[config.mk]
export PLATFORM = sky130hd
export DESIGN_NAME = ultrasonic_echo_ranger
export DESIGN_NICKNAME = d
export VERILOG_FILES = /design/src/design/uer_pkg.sv /design/src/design/ultrasonic_echo_ranger.sv /design/src/design/uer_datapath.sv /design/src/design/uer_ctrl.sv
export SDC_FILE = /design/constraint.sdc
export NUM_CORES = 1
export LEC_CHECK = 0
export BUFFER_PORTS_ARGS = -buffer_cell sky130_fd_sc_hd__buf_4
export CAP_MARGIN = 20
export CELL_PAD_IN_SITES_DETAIL_PLACEMENT = 0
export CELL_PAD_IN_SITES_GLOBAL_PLACEMENT = 2
export CORE_ASPECT_RATIO = 0.6
export CORE_MARGIN = 10
export CORE_UTILIZATION = 36
export DETAILED_ROUTE_END_ITERATION = 16
export PLACE_DENSITY = 0.84
export SLEW_MARGIN = 20
export SYNTH_ARGS = -nofsm -noshare
export SYNTH_HDL_FRONTEND = slang
export SYNTH_SLANG_ARGS = --single-unit
export TNS_END_PERCENT = 20
[constraint.sdc]
create_clock -name clk -period 5.82 [get_ports clk]
set_clock_uncertainty 0.1 [all_clocks]
set_input_delay 0 -clock clk [delete_from_list [all_inputs] [get_ports clk]]
set_output_delay 0 -clock clk [all_outputs]
set_load 0.02 [all_outputs]
[src/design/uer_pkg.sv]
// Shared types, constants and codes for the ultrasonic echo ranger.
package uer_pkg;

	localparam int CNT_W  = 24;
	localparam int STEP_W = $clog2(CNT_W);
	localparam int TO_W   = 24;
	localparam int TPC_W  = 16;
	localparam int TRIG_W = 16;
	localparam int CFG_W  = 24;
	localparam int DIST_W = 24;

	typedef enum logic [1:0] {
		CFG_TIMEOUT   = 2'd0,
		CFG_TPC       = 2'd1,
		CFG_TRIG_HIGH = 2'd2,
		CFG_TRIG_GAP  = 2'd3
	} cfg_idx_t;

	localparam logic [TO_W-1:0]   RST_TIMEOUT   = TO_W'(400000);
	localparam logic [TPC_W-1:0]  RST_TPC       = TPC_W'(928);
	localparam logic [TRIG_W-1:0] RST_TRIG_HIGH = TRIG_W'(192);
	localparam logic [TRIG_W-1:0] RST_TRIG_GAP  = TRIG_W'(16);

	typedef struct packed {
		logic [TO_W-1:0]   timeout_ticks;
		logic [TPC_W-1:0]  ticks_per_cm;
		logic [TRIG_W-1:0] trig_high_ticks;
		logic [TRIG_W-1:0] trig_gap_ticks;
	} cfg_t;

	typedef struct packed {
		logic cmd;
		logic echo_level;
	} in_item_t;

	typedef struct packed {
		logic              trig_level;
		logic              busy_res;
		logic              done_res;
		logic [1:0]        status;
		logic [DIST_W-1:0] distance_cm;
	} out_item_t;

	typedef enum logic [1:0] {
		ST_OK       = 2'd0,
		ST_NO_ECHO  = 2'd1,
		ST_TOO_LONG = 2'd2
	} status_t;

	typedef enum logic [6:0] {
		PH_IDLE      = 7'b0000001,
		PH_GAP_PRE   = 7'b0000010,
		PH_HIGH      = 7'b0000100,
		PH_GAP_POST  = 7'b0001000,
		PH_WAIT_RISE = 7'b0010000,
		PH_MEASURE   = 7'b0100000,
		PH_DIVIDE    = 7'b1000000
	} phase_t;

	typedef enum logic [1:0] {
		TMR_HOLD,
		TMR_INC,
		TMR_CLEAR
	} timer_op_t;

	typedef enum logic [2:0] {
		ECHO_HOLD,
		ECHO_LOAD1,
		ECHO_INC,
		ECHO_CLEAR,
		ECHO_SHIFT
	} echo_op_t;

	typedef enum logic [1:0] {
		DIV_HOLD,
		DIV_INIT,
		DIV_STEP
	} div_op_t;

	typedef struct packed {
		logic      en;
		logic      restart;
		timer_op_t timer_op;
		echo_op_t  echo_op;
		div_op_t   div_op;
	} dp_cmd_t;

	typedef struct packed {
		logic gap_zero;
		logic inc_ge_gap;
		logic inc_ge_high;
		logic timer_ge_limit;
		logic limit_zero;
		logic echo_ge_limit;
		logic div_last;
	} dp_stat_t;

endpackage

[src/design/ultrasonic_echo_ranger.sv]
// Ultrasonic echo ranger top level: config registers, handshake and output register.
// Each input transfer is one tick of the sensor timebase and yields exactly one result
// transfer, one tick per clock cycle while the output side keeps taking results (the
// output register lets a new tick in on the cycle its held result leaves). A measurement
// runs gap, trigger pulse, gap, echo-rise wait and echo-width count, then a restoring
// divider produces one distance bit per tick, so the distance appears 24 ticks after
// the echo falls, on the result with done_res set. Write configuration only while idle.
module ultrasonic_echo_ranger (
	input  logic                          clk,
	input  logic                          arst_n,
	input  logic                          in_valid,
	output logic                          in_ready,
	input  uer_pkg::in_item_t             in_data,
	output logic                          out_valid,
	input  logic                          out_ready,
	output uer_pkg::out_item_t            out_data,
	input  logic                          cfg_we,
	input  logic [1:0]                    cfg_index,
	input  logic [uer_pkg::CFG_W-1:0]     cfg_data
);
	import uer_pkg::*;

	cfg_t      cfg_q;
	out_item_t out_q;
	logic      out_valid_q;
	logic      accept;
	dp_cmd_t   cmd;
	dp_stat_t  stat;
	logic      trig, busy, done;
	logic [1:0]        status;
	logic [DIST_W-1:0] quotient;
	out_item_t res;

	assign in_ready  = !out_valid_q || out_ready;
	assign accept    = in_valid && in_ready;
	assign out_valid = out_valid_q;
	assign out_data  = out_q;

	always_ff @(posedge clk or negedge arst_n) begin
		if (!arst_n) begin
			cfg_q.timeout_ticks   <= RST_TIMEOUT;
			cfg_q.ticks_per_cm    <= RST_TPC;
			cfg_q.trig_high_ticks <= RST_TRIG_HIGH;
			cfg_q.trig_gap_ticks  <= RST_TRIG_GAP;
		end else if (cfg_we) begin
			unique case (cfg_idx_t'(cfg_index))
				CFG_TIMEOUT:   cfg_q.timeout_ticks   <= cfg_data[TO_W-1:0];
				CFG_TPC:       cfg_q.ticks_per_cm    <= cfg_data[TPC_W-1:0];
				CFG_TRIG_HIGH: cfg_q.trig_high_ticks <= cfg_data[TRIG_W-1:0];
				CFG_TRIG_GAP:  cfg_q.trig_gap_ticks  <= cfg_data[TRIG_W-1:0];
				default: begin
				end
			endcase
		end
	end

	uer_ctrl u_ctrl (
		.clk    (clk),
		.arst_n (arst_n),
		.accept (accept),
		.item   (in_data),
		.stat   (stat),
		.cmd    (cmd),
		.trig   (trig),
		.busy   (busy),
		.done   (done),
		.status (status)
	);

	uer_datapath u_datapath (
		.clk      (clk),
		.arst_n   (arst_n),
		.cfg      (cfg_q),
		.cmd      (cmd),
		.stat     (stat),
		.quotient (quotient)
	);

	always_comb begin
		res.trig_level  = trig;
		res.busy_res    = busy;
		res.done_res    = done;
		res.status      = status;
		// distance only reported on a successful finish
		res.distance_cm = (done && status == ST_OK) ? quotient : '0;
	end

	always_ff @(posedge clk or negedge arst_n) begin
		if (!arst_n) begin
			out_valid_q <= 1'b0;
		end else if (accept) begin
			out_valid_q <= 1'b1;
		end else if (out_ready) begin
			out_valid_q <= 1'b0;
		end
	end

	always_ff @(posedge clk) begin
		if (accept) begin
			out_q <= res;
		end
	end

endmodule

[src/design/uer_datapath.sv]
// Ranger datapath: phase timer, echo counter and restoring divider.
module uer_datapath (
	input  logic                  clk,
	input  logic                  arst_n,
	input  uer_pkg::cfg_t         cfg,
	input  uer_pkg::dp_cmd_t      cmd,
	output uer_pkg::dp_stat_t     stat,
	output logic [uer_pkg::DIST_W-1:0] quotient
);
	import uer_pkg::*;

	localparam int LIM_W = (CNT_W > TO_W) ? CNT_W : TO_W;

	logic [CNT_W-1:0]  timer_q, echo_q, quot_q, rem_q;
	logic [STEP_W-1:0] step_q;

	logic [LIM_W-1:0]  to_ext, max_ext;
	logic [CNT_W-1:0]  limit, timer_eff, echo_base, quot_base, rem_base;
	logic [STEP_W-1:0] step_base;
	logic [CNT_W:0]    timer_inc;
	logic [CNT_W-1:0]  rem_sh, rem_new, quot_new;
	logic              fits;

	always_comb begin
		to_ext  = LIM_W'(cfg.timeout_ticks);
		max_ext = LIM_W'({CNT_W{1'b1}});
		limit   = CNT_W'((to_ext < max_ext) ? to_ext : max_ext);

		timer_eff = cmd.restart ? '0 : timer_q;
		echo_base = cmd.restart ? '0 : echo_q;
		quot_base = cmd.restart ? '0 : quot_q;
		rem_base  = cmd.restart ? '0 : rem_q;
		step_base = cmd.restart ? '0 : step_q;
		timer_inc = {1'b0, timer_eff} + (CNT_W+1)'(1);

		// one quotient bit per tick; dividend MSB comes off the echo shift register
		rem_sh   = {rem_base[CNT_W-2:0], echo_base[CNT_W-1]};
		fits     = rem_sh >= CNT_W'(cfg.ticks_per_cm);
		rem_new  = fits ? rem_sh - CNT_W'(cfg.ticks_per_cm) : rem_sh;
		quot_new = {quot_base[CNT_W-2:0], fits};

		stat.gap_zero       = cfg.trig_gap_ticks == '0;
		stat.inc_ge_gap     = timer_inc >= (CNT_W+1)'(cfg.trig_gap_ticks);
		stat.inc_ge_high    = timer_inc >= (CNT_W+1)'(cfg.trig_high_ticks);
		stat.timer_ge_limit = timer_eff >= limit;
		stat.limit_zero     = limit == '0;
		stat.echo_ge_limit  = echo_base >= limit;
		stat.div_last       = step_base == STEP_W'(CNT_W-1);

		quotient = DIST_W'(quot_new);
	end

	always_ff @(posedge clk or negedge arst_n) begin
		if (!arst_n) begin
			timer_q <= '0;
			echo_q  <= '0;
			quot_q  <= '0;
			rem_q   <= '0;
			step_q  <= '0;
		end else if (cmd.en) begin
			case (cmd.timer_op)
				TMR_INC:   timer_q <= timer_inc[CNT_W-1:0];
				TMR_CLEAR: timer_q <= '0;
				default:   timer_q <= timer_eff;
			endcase
			case (cmd.echo_op)
				ECHO_LOAD1: echo_q <= CNT_W'(1);
				ECHO_INC:   echo_q <= echo_base + CNT_W'(1);
				ECHO_CLEAR: echo_q <= '0;
				ECHO_SHIFT: echo_q <= {echo_base[CNT_W-2:0], 1'b0};
				default:    echo_q <= echo_base;
			endcase
			case (cmd.div_op)
				DIV_INIT: begin
					quot_q <= '0;
					rem_q  <= '0;
					step_q <= '0;
				end
				DIV_STEP: begin
					quot_q <= quot_new;
					rem_q  <= rem_new;
					step_q <= stat.div_last ? '0 : step_base + STEP_W'(1);
				end
				default: begin
					quot_q <= quot_base;
					rem_q  <= rem_base;
					step_q <= step_base;
				end
			endcase
		end
	end

endmodule

[src/design/uer_ctrl.sv]
// Ranger controller: measurement phase sequencer and status register.
module uer_ctrl (
	input  logic              clk,
	input  logic              arst_n,
	input  logic              accept,
	input  uer_pkg::in_item_t item,
	input  uer_pkg::dp_stat_t stat,
	output uer_pkg::dp_cmd_t  cmd,
	output logic              trig,
	output logic              busy,
	output logic              done,
	output logic [1:0]        status
);
	import uer_pkg::*;

	phase_t  state_q, state_eff, state_nxt;
	status_t last_q, last_nxt;
	logic    restart;

	always_comb begin
		restart   = (state_q == PH_IDLE) && item.cmd;
		state_eff = state_q;
		if (restart) begin
			state_eff = stat.gap_zero ? PH_HIGH : PH_GAP_PRE;
		end

		state_nxt   = state_eff;
		last_nxt    = last_q;
		trig        = 1'b0;
		done        = 1'b0;
		cmd.en      = accept;
		cmd.restart = restart;
		cmd.timer_op = TMR_HOLD;
		cmd.echo_op  = ECHO_HOLD;
		cmd.div_op   = DIV_HOLD;

		unique case (state_eff)
			PH_IDLE: begin
			end
			PH_GAP_PRE: begin
				cmd.timer_op = TMR_INC;
				if (stat.inc_ge_gap) begin
					state_nxt    = PH_HIGH;
					cmd.timer_op = TMR_CLEAR;
				end
			end
			PH_HIGH: begin
				trig         = 1'b1;
				cmd.timer_op = TMR_INC;
				if (stat.inc_ge_high) begin
					state_nxt    = stat.gap_zero ? PH_WAIT_RISE : PH_GAP_POST;
					cmd.timer_op = TMR_CLEAR;
				end
			end
			PH_GAP_POST: begin
				cmd.timer_op = TMR_INC;
				if (stat.inc_ge_gap) begin
					state_nxt    = PH_WAIT_RISE;
					cmd.timer_op = TMR_CLEAR;
				end
			end
			PH_WAIT_RISE: begin
				if (item.echo_level) begin
					if (stat.limit_zero) begin
						state_nxt   = PH_IDLE;
						last_nxt    = ST_TOO_LONG;
						done        = 1'b1;
						cmd.echo_op = ECHO_CLEAR;
					end else begin
						state_nxt   = PH_MEASURE;
						cmd.echo_op = ECHO_LOAD1;
					end
				end else if (stat.timer_ge_limit) begin
					state_nxt = PH_IDLE;
					last_nxt  = ST_NO_ECHO;
					done      = 1'b1;
				end else begin
					cmd.timer_op = TMR_INC;
				end
			end
			PH_MEASURE: begin
				if (item.echo_level) begin
					if (stat.echo_ge_limit) begin
						state_nxt = PH_IDLE;
						last_nxt  = ST_TOO_LONG;
						done      = 1'b1;
					end else begin
						cmd.echo_op = ECHO_INC;
					end
				end else begin
					state_nxt  = PH_DIVIDE;
					cmd.div_op = DIV_INIT;
				end
			end
			PH_DIVIDE: begin
				cmd.div_op  = DIV_STEP;
				cmd.echo_op = ECHO_SHIFT;
				if (stat.div_last) begin
					state_nxt = PH_IDLE;
					last_nxt  = ST_OK;
					done      = 1'b1;
				end
			end
			default: begin
				state_nxt = PH_IDLE;
			end
		endcase

		busy   = state_nxt != PH_IDLE;
		status = last_nxt;
	end

	always_ff @(posedge clk or negedge arst_n) begin
		if (!arst_n) begin
			state_q <= PH_IDLE;
			last_q  <= ST_OK;
		end else if (accept) begin
			state_q <= state_nxt;
			last_q  <= last_nxt;
		end
	end

endmodule

[Word level (Yosys, flattened, before mapping)]
Index checks and enable logic that the tools add are counted.
Word-level totals
  input bits: 33
  bits in registers: 210
  output and inout port bits: 31
  word-level logic and storage cells: 118
Operators by class
  add/sub/neg operators: 4
  magnitude comparators: 6
  reduce and logical (&&, ||, !) cells: 15
  eq/ne operators: 21
  muxes and demuxes: 55
Operators by type and width (count)
  case mux 24 bit (4 select lines): 1
  case mux 23 bit (2 select lines): 2
  two-way mux 24 bit: 3
  two-way mux 23 bit: 3
  two-way mux 7 bit: 9
  >= comparator 25 x 16 -> 1 bit: 2
  case mux 7 bit (7 select lines): 1
  >= comparator 24 bit: 2
  case mux 24 bit (2 select lines): 1
  two-way mux 2 bit: 13
  adder 24 x 1 -> 25 bit (second input constant): 1
  adder 24 x 1 -> 24 bit (second input constant): 1
  >= comparator 24 x 16 -> 1 bit: 1
  zero test 24 bit: 1
  less-than comparator 24 bit (second input constant): 1
  subtractor 23 x 16 -> 23 bit: 1
  zero test 16 bit: 1
  two-way mux 5 bit: 3
  == test 7 x 1 -> 1 bit (second input constant): 2
  case mux 2 bit (3 select lines): 2
  two-way mux 1 bit: 11
  case mux 5 bit (2 select lines): 1
  case mux 3 bit (3 select lines): 1
  == test 2 bit (second input constant): 4
  24 further kinds: 33

[Depth between registers and ports, before layout]
Gate-level depths: netlist (run 1).
  depth in word-level cells: 9
  depth in mapped cells: 33
  depth with buffers taken out: 25

[By module]
From an unflattened synthesis (run 1), not the netlist that was laid out.
Unflattened totals
  cells, all modules: 1507
  area, all modules: 14086.0 um2
By module, submodules not included
  uer_datapath: times used 1, cells each 1181, area an instance 9369.0 um2
  ultrasonic_echo_ranger: times used 1, cells each 213, area an instance 3808.7 um2
  uer_ctrl: times used 1, cells each 113, area an instance 908.4 um2

[Worst setup path after synthesis (run 1)]
Ideal clock, no wire load.
  path type: register to register
  from: register u_ctrl.state_q[0]
  to: register u_datapath.timer_q[10]
  arrival time: 6.119 ns
  path slack: -0.467 ns
  required time: 5.652 ns
  cell stages (with the launch flop): 31
  cell sequence: dfstp_2 > buf_6 > nor4bb_4 > nand2_1 > buf_2 > clkbuf_1 > clkbuf_1 > clkbuf_1 > clkbuf_1 > nand2_1 > inv_1 > ha_1 > clkbuf_1 > nand2_1 > or3_1 > clkbuf_1 > xnor2_1 > ha_1 > a21oi_1 > o21ai_0 > a2111oi_0 > a21oi_1 > o41ai_1 > nand3_1 > a21oi_1 > ha_1 > clkbuf_1 > inv_1 > o21ai_1 > clkbuf_1 > a32o_1
On the way
  word-level cells in the longest chain between the ends: 9
  elaborated cells between the ends (all ways): 21
  those cells by class: 1 x add/sub; 3 x order compare; 7 x eq/ne; 8 x mux; 2 x reduce/logical
Ends and longest elaborated chain
  start: declaration: RTL line uer_ctrl.sv:16  | phase_t state_q, state_eff, state_nxt;
  start signal: assignment: RTL line uer_ctrl.sv:118  | state_q <= state_nxt;
  == test 7 x 1 -> 1 bit: RTL line uer_ctrl.sv:21  | restart = (state_q == PH_IDLE) && item.cmd;
  logical AND 1 bit: RTL line uer_ctrl.sv:21
  two-way mux 24 bit: RTL line uer_datapath.sv:29  | timer_eff = cmd.restart ? '0 : timer_q;
  adder 24 x 1 -> 25 bit / >= comparator 24 bit (equally long branches): RTL line uer_datapath.sv:34, uer_datapath.sv:45
  >= comparator 25 x 16 -> 1 bit (tied with other cells): RTL line uer_datapath.sv:43  | stat.inc_ge_gap = timer_inc >= (CNT_W+1)'(cfg.trig_gap_ticks);
  two-way mux 2 bit, on equally long branches
  case mux 2 bit (3 select lines): RTL line uer_ctrl.sv:37  | unique case (state_eff)
  == test 2 bit / == test 2 x 1 -> 1 bit (equally long branches): RTL line uer_datapath.sv:61  | case (cmd.timer_op)
  case mux 24 bit (2 select lines) *: RTL line uer_datapath.sv:61
  end signal: assignment: RTL line uer_datapath.sv:62  | TMR_INC: timer_q <= timer_inc[CNT_W-1:0];
  end signal: assignment: RTL line uer_datapath.sv:64  | default: timer_q <= timer_eff;
  end: declaration: RTL line uer_datapath.sv:14  | logic [CNT_W-1:0] timer_q, echo_q, quot_q, rem_q;
Every way passes the cells marked *; elsewhere a longest branch is shown, timed or not.
A chain may end at the register's enable or synchronous reset.

[Worst setup path in the final report (run 1)]
  from: register u_ctrl.state_q[4]
  to: register u_datapath.timer_q[8]
The elaborated chain is that of the path after synthesis.

==> metrics.md, run 1 <==
| Metric | Value |
|---|---|
| Status | `completed` |
| Worst slew margin | `0.3440` |
| Post-Syn Nets | `1542` |
| Mapped Area | `0.01324 mm^2` |
| # nets final | `1635` |
| Setup TNS | `0 ps` |
| Worst Tran Pin Value | `981.6 ps` |
| Total power | `4.309 mW` |
| DRC violation count after routing | `0` |
| DIE WIDTH | `267.6 um` |
| Top cells by area, synth | `dfrtp_1 (32%), ha_1 (9.5%), edfxtp_1 (6.6%), mux2_2 (4.3%), o21ai_0 (4.2%)` |
| First-pass GRT wire length | `62.62 mm` |
| Reg2reg path depth | `25` |
| Post-synth EDFFs | `29` |
| CTS Buf Count | `23` |
| Io pins | `64` |
| Inserted Diodes | `0` |
| Max-cap viol count | `0` |
| Worst Setup SP | `u_ctrl.state_q[4]` |
| Initial antenna violation count | `0` |
| Number of synthesized register bits | `210` |
| Final Wtd Congestion | `0.8341` |
| DR iter-0 viols | `995` |
| Initial Util | `0.3649` |
| Die H | `168.5 um` |
| Hold Path Class | `input port to asynchronous set/reset pin` |
| Avg Inst Size Synth | `9.409 um^2` |
| Design Area, Final | `0.01553 mm^2` |
| ANT nets after route | `0` |
| Worst r2r src | `u_ctrl.state_q[4]` |
| GRT Total Usage | `0.1737` |
| Placed Area | `0.01427 mm^2` |
| Fill cells | `3456` |
| I/O Buffers | `63` |
| Worst path bufs/invs | `5` |
| Worst hold slack | `5.192 ps` |
| Largest area contributor in the netlist | `dfrtp_1` |
| Crit path depth | `25` |
| Drt wl/cell | `19.94 um` |
| R2R Setup Slk | `380 ps` |
| Vias post-DR | `11033` |
| Most frequent cells in the layout | `dfrtp_1 (167), nand2_1 (146), o21ai_0 (112), ha_1 (100), buf_4 (95)` |
| Total gr overflow | `0` |
| Final Max Tran Viols | `0` |
| Async SR Flop Fraction | `0.8619` |
| Top cell family by delay on the critical path | `compound AO/OA/AOI/OAI gates` |
| Final Setup Violations | `0` |
| H-tree Lvls | `1` |
| Cell variety after synth | `77` |
| Worst-Skew Late Latency | `530 ps` |
| Vias in the first global route | `10475` |
| Minimum clock period | `5443 ps` |
| Worst setup path class | `flop to flop` |
| VDD IR max | `0.1968 mV` |
| Final Cycle Share | `0.9352` |
| Crit. End Element | `flop` |
| Sequential share of the synthesized area | `0.4092` |
| Largest net degree at the start of global routing | `89` |
| Top cell type's share of synthesized area | `0.3157` |
| Post-DP HPWL | `29.10 mm` |
| Root buffer cell | `clkbuf_16` |
| Num Clock Sinks | `210` |
| Fin. Hold Viols | `0` |
| Pleak | `6.977 nW` |
| Vias per cell | `5.539` |
| CP Max Fanout | `11` |
| Die area | `0.04510 mm^2` |
| Crit start category | `flop` |
| Max incr delay on CP | `460 ps` |
| Cell total after placement | `1907` |
| Layout cells sized above 1 | `0.1497` |
| Synthesis Warnings | `0` |
| Worst Path Arrival | `5790 ps` |
| Mapped Cells | `1407` |
| Fmax | `0.1837 GHz` |
| Layout area overhead | `17.28%` |
| CORE AREA | `0.03628 mm^2` |
| Rows | `54` |
| Ys flop type | `dfrtp_1` |
| Pwr dens | `277.6 mW/mm^2` |
| Clk buf depth | `3` |
| Slowest CP cell | `dfrtp_1` |
| Fin cells | `1992` |
| Clock Pin Slew Worst Setup and Hold Paths | `70 ps` |
| Drt total wl | `39.73 mm` |
| CTS tree | `built` |
| Most common cell after layout, fill and taps aside | `dfrtp_1` |
| CP Data Required Time | `6170 ps` |
| First-pass DRT Iterations | `5` |
-- kinds of logic (layout without fill, tap and decap cells) --
logic type      after synthesis  count (layout)  share of synthesized area
mux                          64              64                    0.05321
fa+ha+maj                   102             102                    0.09697
simple gates                466             466                     0.1818
compound gates              357             357                     0.1803
buf+inv                     163             272                    0.04867
flops                       210             210                     0.4092
xor+xnor                     45              45                    0.02977
-- report_power, final --
group | total, mW | switching [mW] | internal (mW)
Combinational | 1.02 | 0.617 | 0.400
Sequential | 1.78 | 0.130 | 1.65
Clock | 1.51 | 0.638 | 0.872
-- flip-flops by register name (all words and copies together), names as in the netlist --
signal and flops:
u_datapath.step_q 5, cfg_q 72, u_datapath.echo_q 24, u_ctrl.last_q 2
out_data 29, u_datapath.timer_q 24, u_ctrl.state_q 7, u_datapath.rem_q 23
out_valid 1, u_datapath.quot_q 23
-- stage by stage --
| step | utilization | setup WS, ps |
|---|---|---|
| floorplan | - | 69.39 |
| global placement | 0.3933 | 89.86 |
| detailed placement | 0.3933 | -87.90 |
| CTS | 0.4260 | 116.9 |
| global route | 0.4279 | -28.04 |
| finish | 0.4279 | 377.0 |
-- worst reg2reg max path: cells and delay by family, from the launching register on --
family	cells	cell delay, ps
and+or+nand+nor	8	1330
buffers and inverters	5	940
adders and majority gates	3	780
DFF	1	460
AOI/OAI and AO/OA	8	1480
xor gates and xnor gates	1	270
-- final timing paths --
kind / endpoint
setup / recovery: u_datapath.timer_q[8]
hold / removal: u_datapath.timer_q[15]
setup reg to reg: u_datapath.timer_q[8]
hold reg to reg: u_datapath.rem_q[6]
max in group asynchronous: u_datapath.rem_q[10]
min in group clk: cfg_q[67]
-- synth_stat cells (10+ instances only) --
| cell | number |
|---|---|
| a21o_1 | 10 |
| a21oi_1 | 59 |
| a22o_1 | 40 |
| a22oi_1 | 24 |
| and2_1 | 80 |
| and3_1 | 13 |
| clkbuf_1 | 55 |
| dfrtp_1 | 167 |
| dfstp_2 | 14 |
| edfxtp_1 | 29 |
| ha_1 | 101 |
| inv_1 | 94 |
| mux2_2 | 51 |
| mux2i_1 | 13 |
| nand2_1 | 148 |
| nand2b_1 | 12 |
| nand3_1 | 41 |
| nand4_1 | 20 |
| nor2_1 | 63 |
| nor3_1 | 17 |
| nor4_1 | 16 |
| o21ai_0 | 112 |
| o31ai_1 | 13 |
| xnor2_1 | 32 |
| xor2_1 | 13 |
-- per-layer routing --
metal,track usage,vias up,part of all wire
met5,0,-,0
met4,0.02717,0,0.013
met3,0.03054,39,0.075
met2,0.2237,328,0.38
met1,0.2883,5388,0.54
li1,-,5278,-
-- repair_timing --
action / CTS / global route
hold endpoints to repair: 179 / 0
setup endpoints to repair: 7 / 24
setup buffers: 0 / 3
gates resized for setup: 2 / 9
pin swaps: 0 / 3
hold buffers: 41 / 0
-- final cells by class --
class | count | area (um^2) | area share
clock inverters | 15 | 160.2 | 0.01032
inverters | 94 | 352.8 | 0.02273
repair buffers | 137 | 1137 | 0.07325
well taps | 476 | 595.6 | 0.03836
clock buffers | 26 | 596.8 | 0.03844
flip-flops and latches | 210 | 5418 | 0.3489
multi-input cells | 1034 | 7266 | 0.4680
Note: power is estimated with default switching activity, not from simulation.
==> run 2, diff against run 1 <==
--- a/config.mk
+++ b/config.mk
@@ -5,13 +5,14 @@
 export SDC_FILE = /design/constraint.sdc
 export NUM_CORES = 1
 export LEC_CHECK = 0
+export ABC_AREA = 1
 export BUFFER_PORTS_ARGS = -buffer_cell sky130_fd_sc_hd__buf_4
 export CAP_MARGIN = 20
 export CELL_PAD_IN_SITES_DETAIL_PLACEMENT = 0
 export CELL_PAD_IN_SITES_GLOBAL_PLACEMENT = 2
 export CORE_ASPECT_RATIO = 0.6
 export CORE_MARGIN = 10
-export CORE_UTILIZATION = 36
+export CORE_UTILIZATION = 33
 export DETAILED_ROUTE_END_ITERATION = 16
 export PLACE_DENSITY = 0.84
 export SLEW_MARGIN = 20
==> run 2 against run 1 <==
  * Die area up 18%
  * Utilization is 4.5 points lower
  * Via count up 22%
  * Clock power shrank 3%
  * Synthesized cell count grew 41%
  * Fmax is 4.6% higher
==> metrics.md, run 2 <==
| Metric | Value |
|---|---|
| Status | `completed (unchanged)` |
| Die H | `182.6 um (was 168.5 um)` |
| Number of synthesized register bits | `210 (unchanged)` |
| Worst setup path class | `flop to flop (unchanged)` |
| CTS Buf Count | `23 (unchanged)` |
| DRC violation count after routing | `0 (unchanged)` |
| Mapped Cells | `1990 (was 1407)` |
| Initial Util | `0.3346 (was 0.3649)` |
| Synth Area in XOR/XNOR | `0.03070 (was 0.02977)` |
| Pleak | `8.079 nW (was 6.977 nW)` |
| # Post-CTS Setup Buffers | `0 (unchanged)` |
| Drt wl/cell | `17.82 um (was 19.94 um)` |
| Worst-Skew Late Latency | `540 ps (was 530 ps)` |
| Worst slew margin | `0.3782 (was 0.3440)` |
| First-pass GRT wire length | `74.93 mm (was 62.62 mm)` |
| Top cells by area, synth | `dfrtp_1 (29%), nand2_1 (12%), ha_1 (8.7%), inv_1 (6.8%), nor2_1 (6.0%) (was dfrtp_1 (32%), ha_1 (9.5%), edfxtp_1 (6.6%), mux2_2 (4.3%), o21ai_0 (4.2%))` |
| Compound-Gate Fraction of Synth Area | `0.1380 (was 0.1803)` |
| Vias post-DR | `13432 (was 11033)` |
| Most frequent cells in the layout | `nand2_1 (469), inv_1 (261), nor2_1 (233), dfrtp_1 (167), o21ai_0 (117) (was dfrtp_1 (167), nand2_1 (146), o21ai_0 (112), ha_1 (100), buf_4 (95))` |
| Critical Path Most Common Cell | `nand2_1` |
| Rows | `59 (was 54)` |
| Num Clock Sinks | `210 (unchanged)` |
| Post-synth EDFFs | `29 (unchanged)` |
| Pwr dens | `409.4 mW/mm^2 (was 277.6 mW/mm^2)` |
| Max reg flops | `72 (unchanged)` |
| Synthesis Warnings | `0 (unchanged)` |
| Worst Path Arrival | `5560 ps (was 5790 ps)` |
| Top cell type's share of synthesized area | `0.2873 (was 0.3157)` |
| I/O Buffers | `63 (unchanged)` |
| Largest Register | `cfg_q (unchanged)` |
| Max incr delay on CP | `440 ps (was 460 ps)` |
| Fill cells | `4514 (was 3456)` |
| Fmax | `0.1922 GHz (was 0.1837 GHz)` |
| Most common cell in the netlist | `nand2_1 (was dfrtp_1)` |
| # nets final | `2191 (was 1635)` |
| Setup TNS | `0 ps (unchanged)` |
| Reg2reg path depth | `28 (was 25)` |
| Largest area contributor in the netlist | `dfrtp_1 (unchanged)` |
| Largest family of logic cells by synthesized area | `simple AND/OR/NAND/NOR gates (unchanged)` |
| Final Setup Violations | `0 (unchanged)` |
| Drt total wl | `47.23 mm (was 39.73 mm)` |
| H-tree Lvls | `1 (unchanged)` |
| Final Wtd Congestion | `0.9113 (was 0.8341)` |
| CTS tree | `built (unchanged)` |
| Fin cells | `2651 (was 1992)` |
| Largest net degree at the start of global routing | `94 (was 89)` |
| ANT nets after route | `0 (unchanged)` |
| Clk buf depth | `3 (unchanged)` |
| Hold Path Stages | `3` |
| Layout area overhead | `14.51% (was 17.28%)` |
| CP Data Required Time | `6180 ps (was 6170 ps)` |
| Crit. End Element | `flop (unchanged)` |
| Cell variety after synth | `54 (was 77)` |
| Simple-gate share of the synthesized area | `0.2751 (was 0.1818)` |
| Avg Inst Size Synth | `7.310 um^2 (was 9.409 um^2)` |
| Sequential share of the synthesized area | `0.3724 (was 0.4092)` |
| Inserted Diodes | `0 (unchanged)` |
| Synth top cells by count | `nand2_1 (470), inv_1 (262), nor2_1 (233) (was dfrtp_1 (167), nand2_1 (148), o21ai_0 (112))` |
| Ys flop type | `dfrtp_1 (unchanged)` |
| Layout Utilization | `0.3831 (was 0.4279)` |
| Die area | `0.05316 mm^2 (was 0.04510 mm^2)` |
| Initial antenna violation count | `0 (unchanged)` |
| Root buffer cell | `clkbuf_16 (unchanged)` |
| Max-cap viol count | `0 (unchanged)` |
| Total gr overflow | `0 (unchanged)` |
| CP Max Fanout | `23 (was 11)` |
| Cell total after placement | `2580 (was 1907)` |
| Post-DP HPWL | `34.97 mm (was 29.10 mm)` |
| RSZ-0062 raised after global routing | `false` |
| Vias in the first global route | `12599 (was 10475)` |
| Minimum clock period | `5204 ps (was 5443 ps)` |
| Post-Syn Nets | `2125 (was 1542)` |
| Final worst slack | `615.8 ps (was 377.0 ps)` |
| Final Max Tran Viols | `0 (unchanged)` |
| VDD IR max | `0.2663 mV (was 0.1968 mV)` |
| Mapped Area | `0.01455 mm^2 (was 0.01324 mm^2)` |
| Synth Area in Adders | `0.08824 (was 0.09697)` |
| First-pass DRT Iterations | `6 (was 5)` |
| Fin. Hold Viols | `0 (unchanged)` |
| Final Cycle Share | `0.8942 (was 0.9352)` |
| Slowest CP cell | `dfrtp_1 (unchanged)` |
| Async SR Flop Fraction | `0.8619 (unchanged)` |
| DIE WIDTH | `291.1 um (was 267.6 um)` |
| Worst Tran Pin Value | `932.7 ps (was 981.6 ps)` |
| DR iter-0 viols | `1315 (was 995)` |
| Most common cell after layout, fill and taps aside | `nand2_1 (was dfrtp_1)` |
| Layout cells sized above 1 | `0.1091 (was 0.1497)` |
| Post-Place Setup Slack | `717.3 ps (was -87.90 ps)` |
| Io pins | `64 (unchanged)` |
| Clock Pin Slew Worst Setup and Hold Paths | `70 ps (about the same)` |
| Mux contribution to synthesized area | `0 (was 0.05321)` |
| Hold Path Class | `input port to flop (was input port to asynchronous set/reset pin)` |
| Vias per cell | `5.067 (was 5.539)` |
| GRT Total Usage | `0.1735 (was 0.1737)` |
| CORE AREA | `0.04348 mm^2 (was 0.03628 mm^2)` |
| Crit start category | `flop (unchanged)` |
==> run 2: cell count changes after synthesis, moves of 23 or more <==
cell	previous run	this run
and2_1	80	0
nor2_1	63	233
a21oi_1	59	106
nor2_2	1	26
nand2_1	148	470
xor2_1	13	36
mux2_2	51	0
inv_1	94	262
nand3_1	41	72
a22o_1	40	0
a31oi_1	9	50
==> run 2: path summary, 6_finish.rpt <==
path | slack (ps) | end | from
worst max-delay path | 620 | u_datapath.timer_q[1] | u_ctrl.state_q[3]
worst min-delay path | 50 | cfg_q[23] | cfg_we
worst max register to register | 620 | u_datapath.timer_q[1] | u_ctrl.state_q[3]
worst min register to register | 380 | u_datapath.echo_q[20] | u_datapath.echo_q[20]
max in group asynchronous | 4180 | u_datapath.quot_q[11] | arst_n
min in group asynchronous | 520 | cfg_q[4] | arst_n
==> run 2: through the flow <==
stage | instance area, um^2 | hold WS (ps) | power, mW
2_1_floorplan | 14550 | -395.6 | 4.383
3_3_place_gp | 15600 | -39.23 | 5.264
3_5_place_dp | 15600 | -38.74 | 5.301
4_1_cts | 16640 | 48.89 | 6.820
5_1_grt | 16660 | 96.14 | 7.400
6_report | 16660 | 45.05 | 6.820
==> run 2: logic make-up (layout without fill, tap and decap cells) <==
kind of cell,Yosys count,in the layout
compound gates,359,359
buf+inv,354,436
fa+ha+maj,102,102
xor+xnor,51,51
flops,210,210
simple gates,914,914
==> run 2: layer usage <==
layer  up-vias  GRT usage  share of wire
met5         -          0              0
met4         0    0.02673          0.013
met3        39    0.02563          0.062
met2       376     0.2306           0.38
met1      6370     0.2841           0.55
li1       6647          -              -
==> run 2: layout make-up <==
cell class              count  area (um^2)  area share
clock buffers              28        635.6     0.03816
clock inverters            13        90.09    0.005408
inverters                 279         1052     0.06317
multi-input cells        1426         7769      0.4664
flip-flops and latches    210         5418      0.3252
well taps                 579        724.4     0.04349
repair buffers            116        969.7     0.05821
==> run 2: repair_timing <==
action,4_1_cts,5_1_grt
hold buffers,30,0
resized for setup,0,0
endpoints found under the hold margin,150,0
==> run 2: power by group <==
part / leakage, nW / switching (mW) / internal [mW]
logic: 5.28 / 2.13 / 1.14
clock network: 0.353 / 0.675 / 0.786
registers: 2.45 / 0.279 / 1.81
==> run 2: worst max-delay path: cells and delay by family, from the launching register on <==
kind / cells / cell delay (ps)
compound gates: 6 / 1010
buf+inv: 3 / 400
fa+ha+maj: 3 / 900
flops: 1 / 440
xor+xnor: 1 / 360
simple gates: 15 / 1890
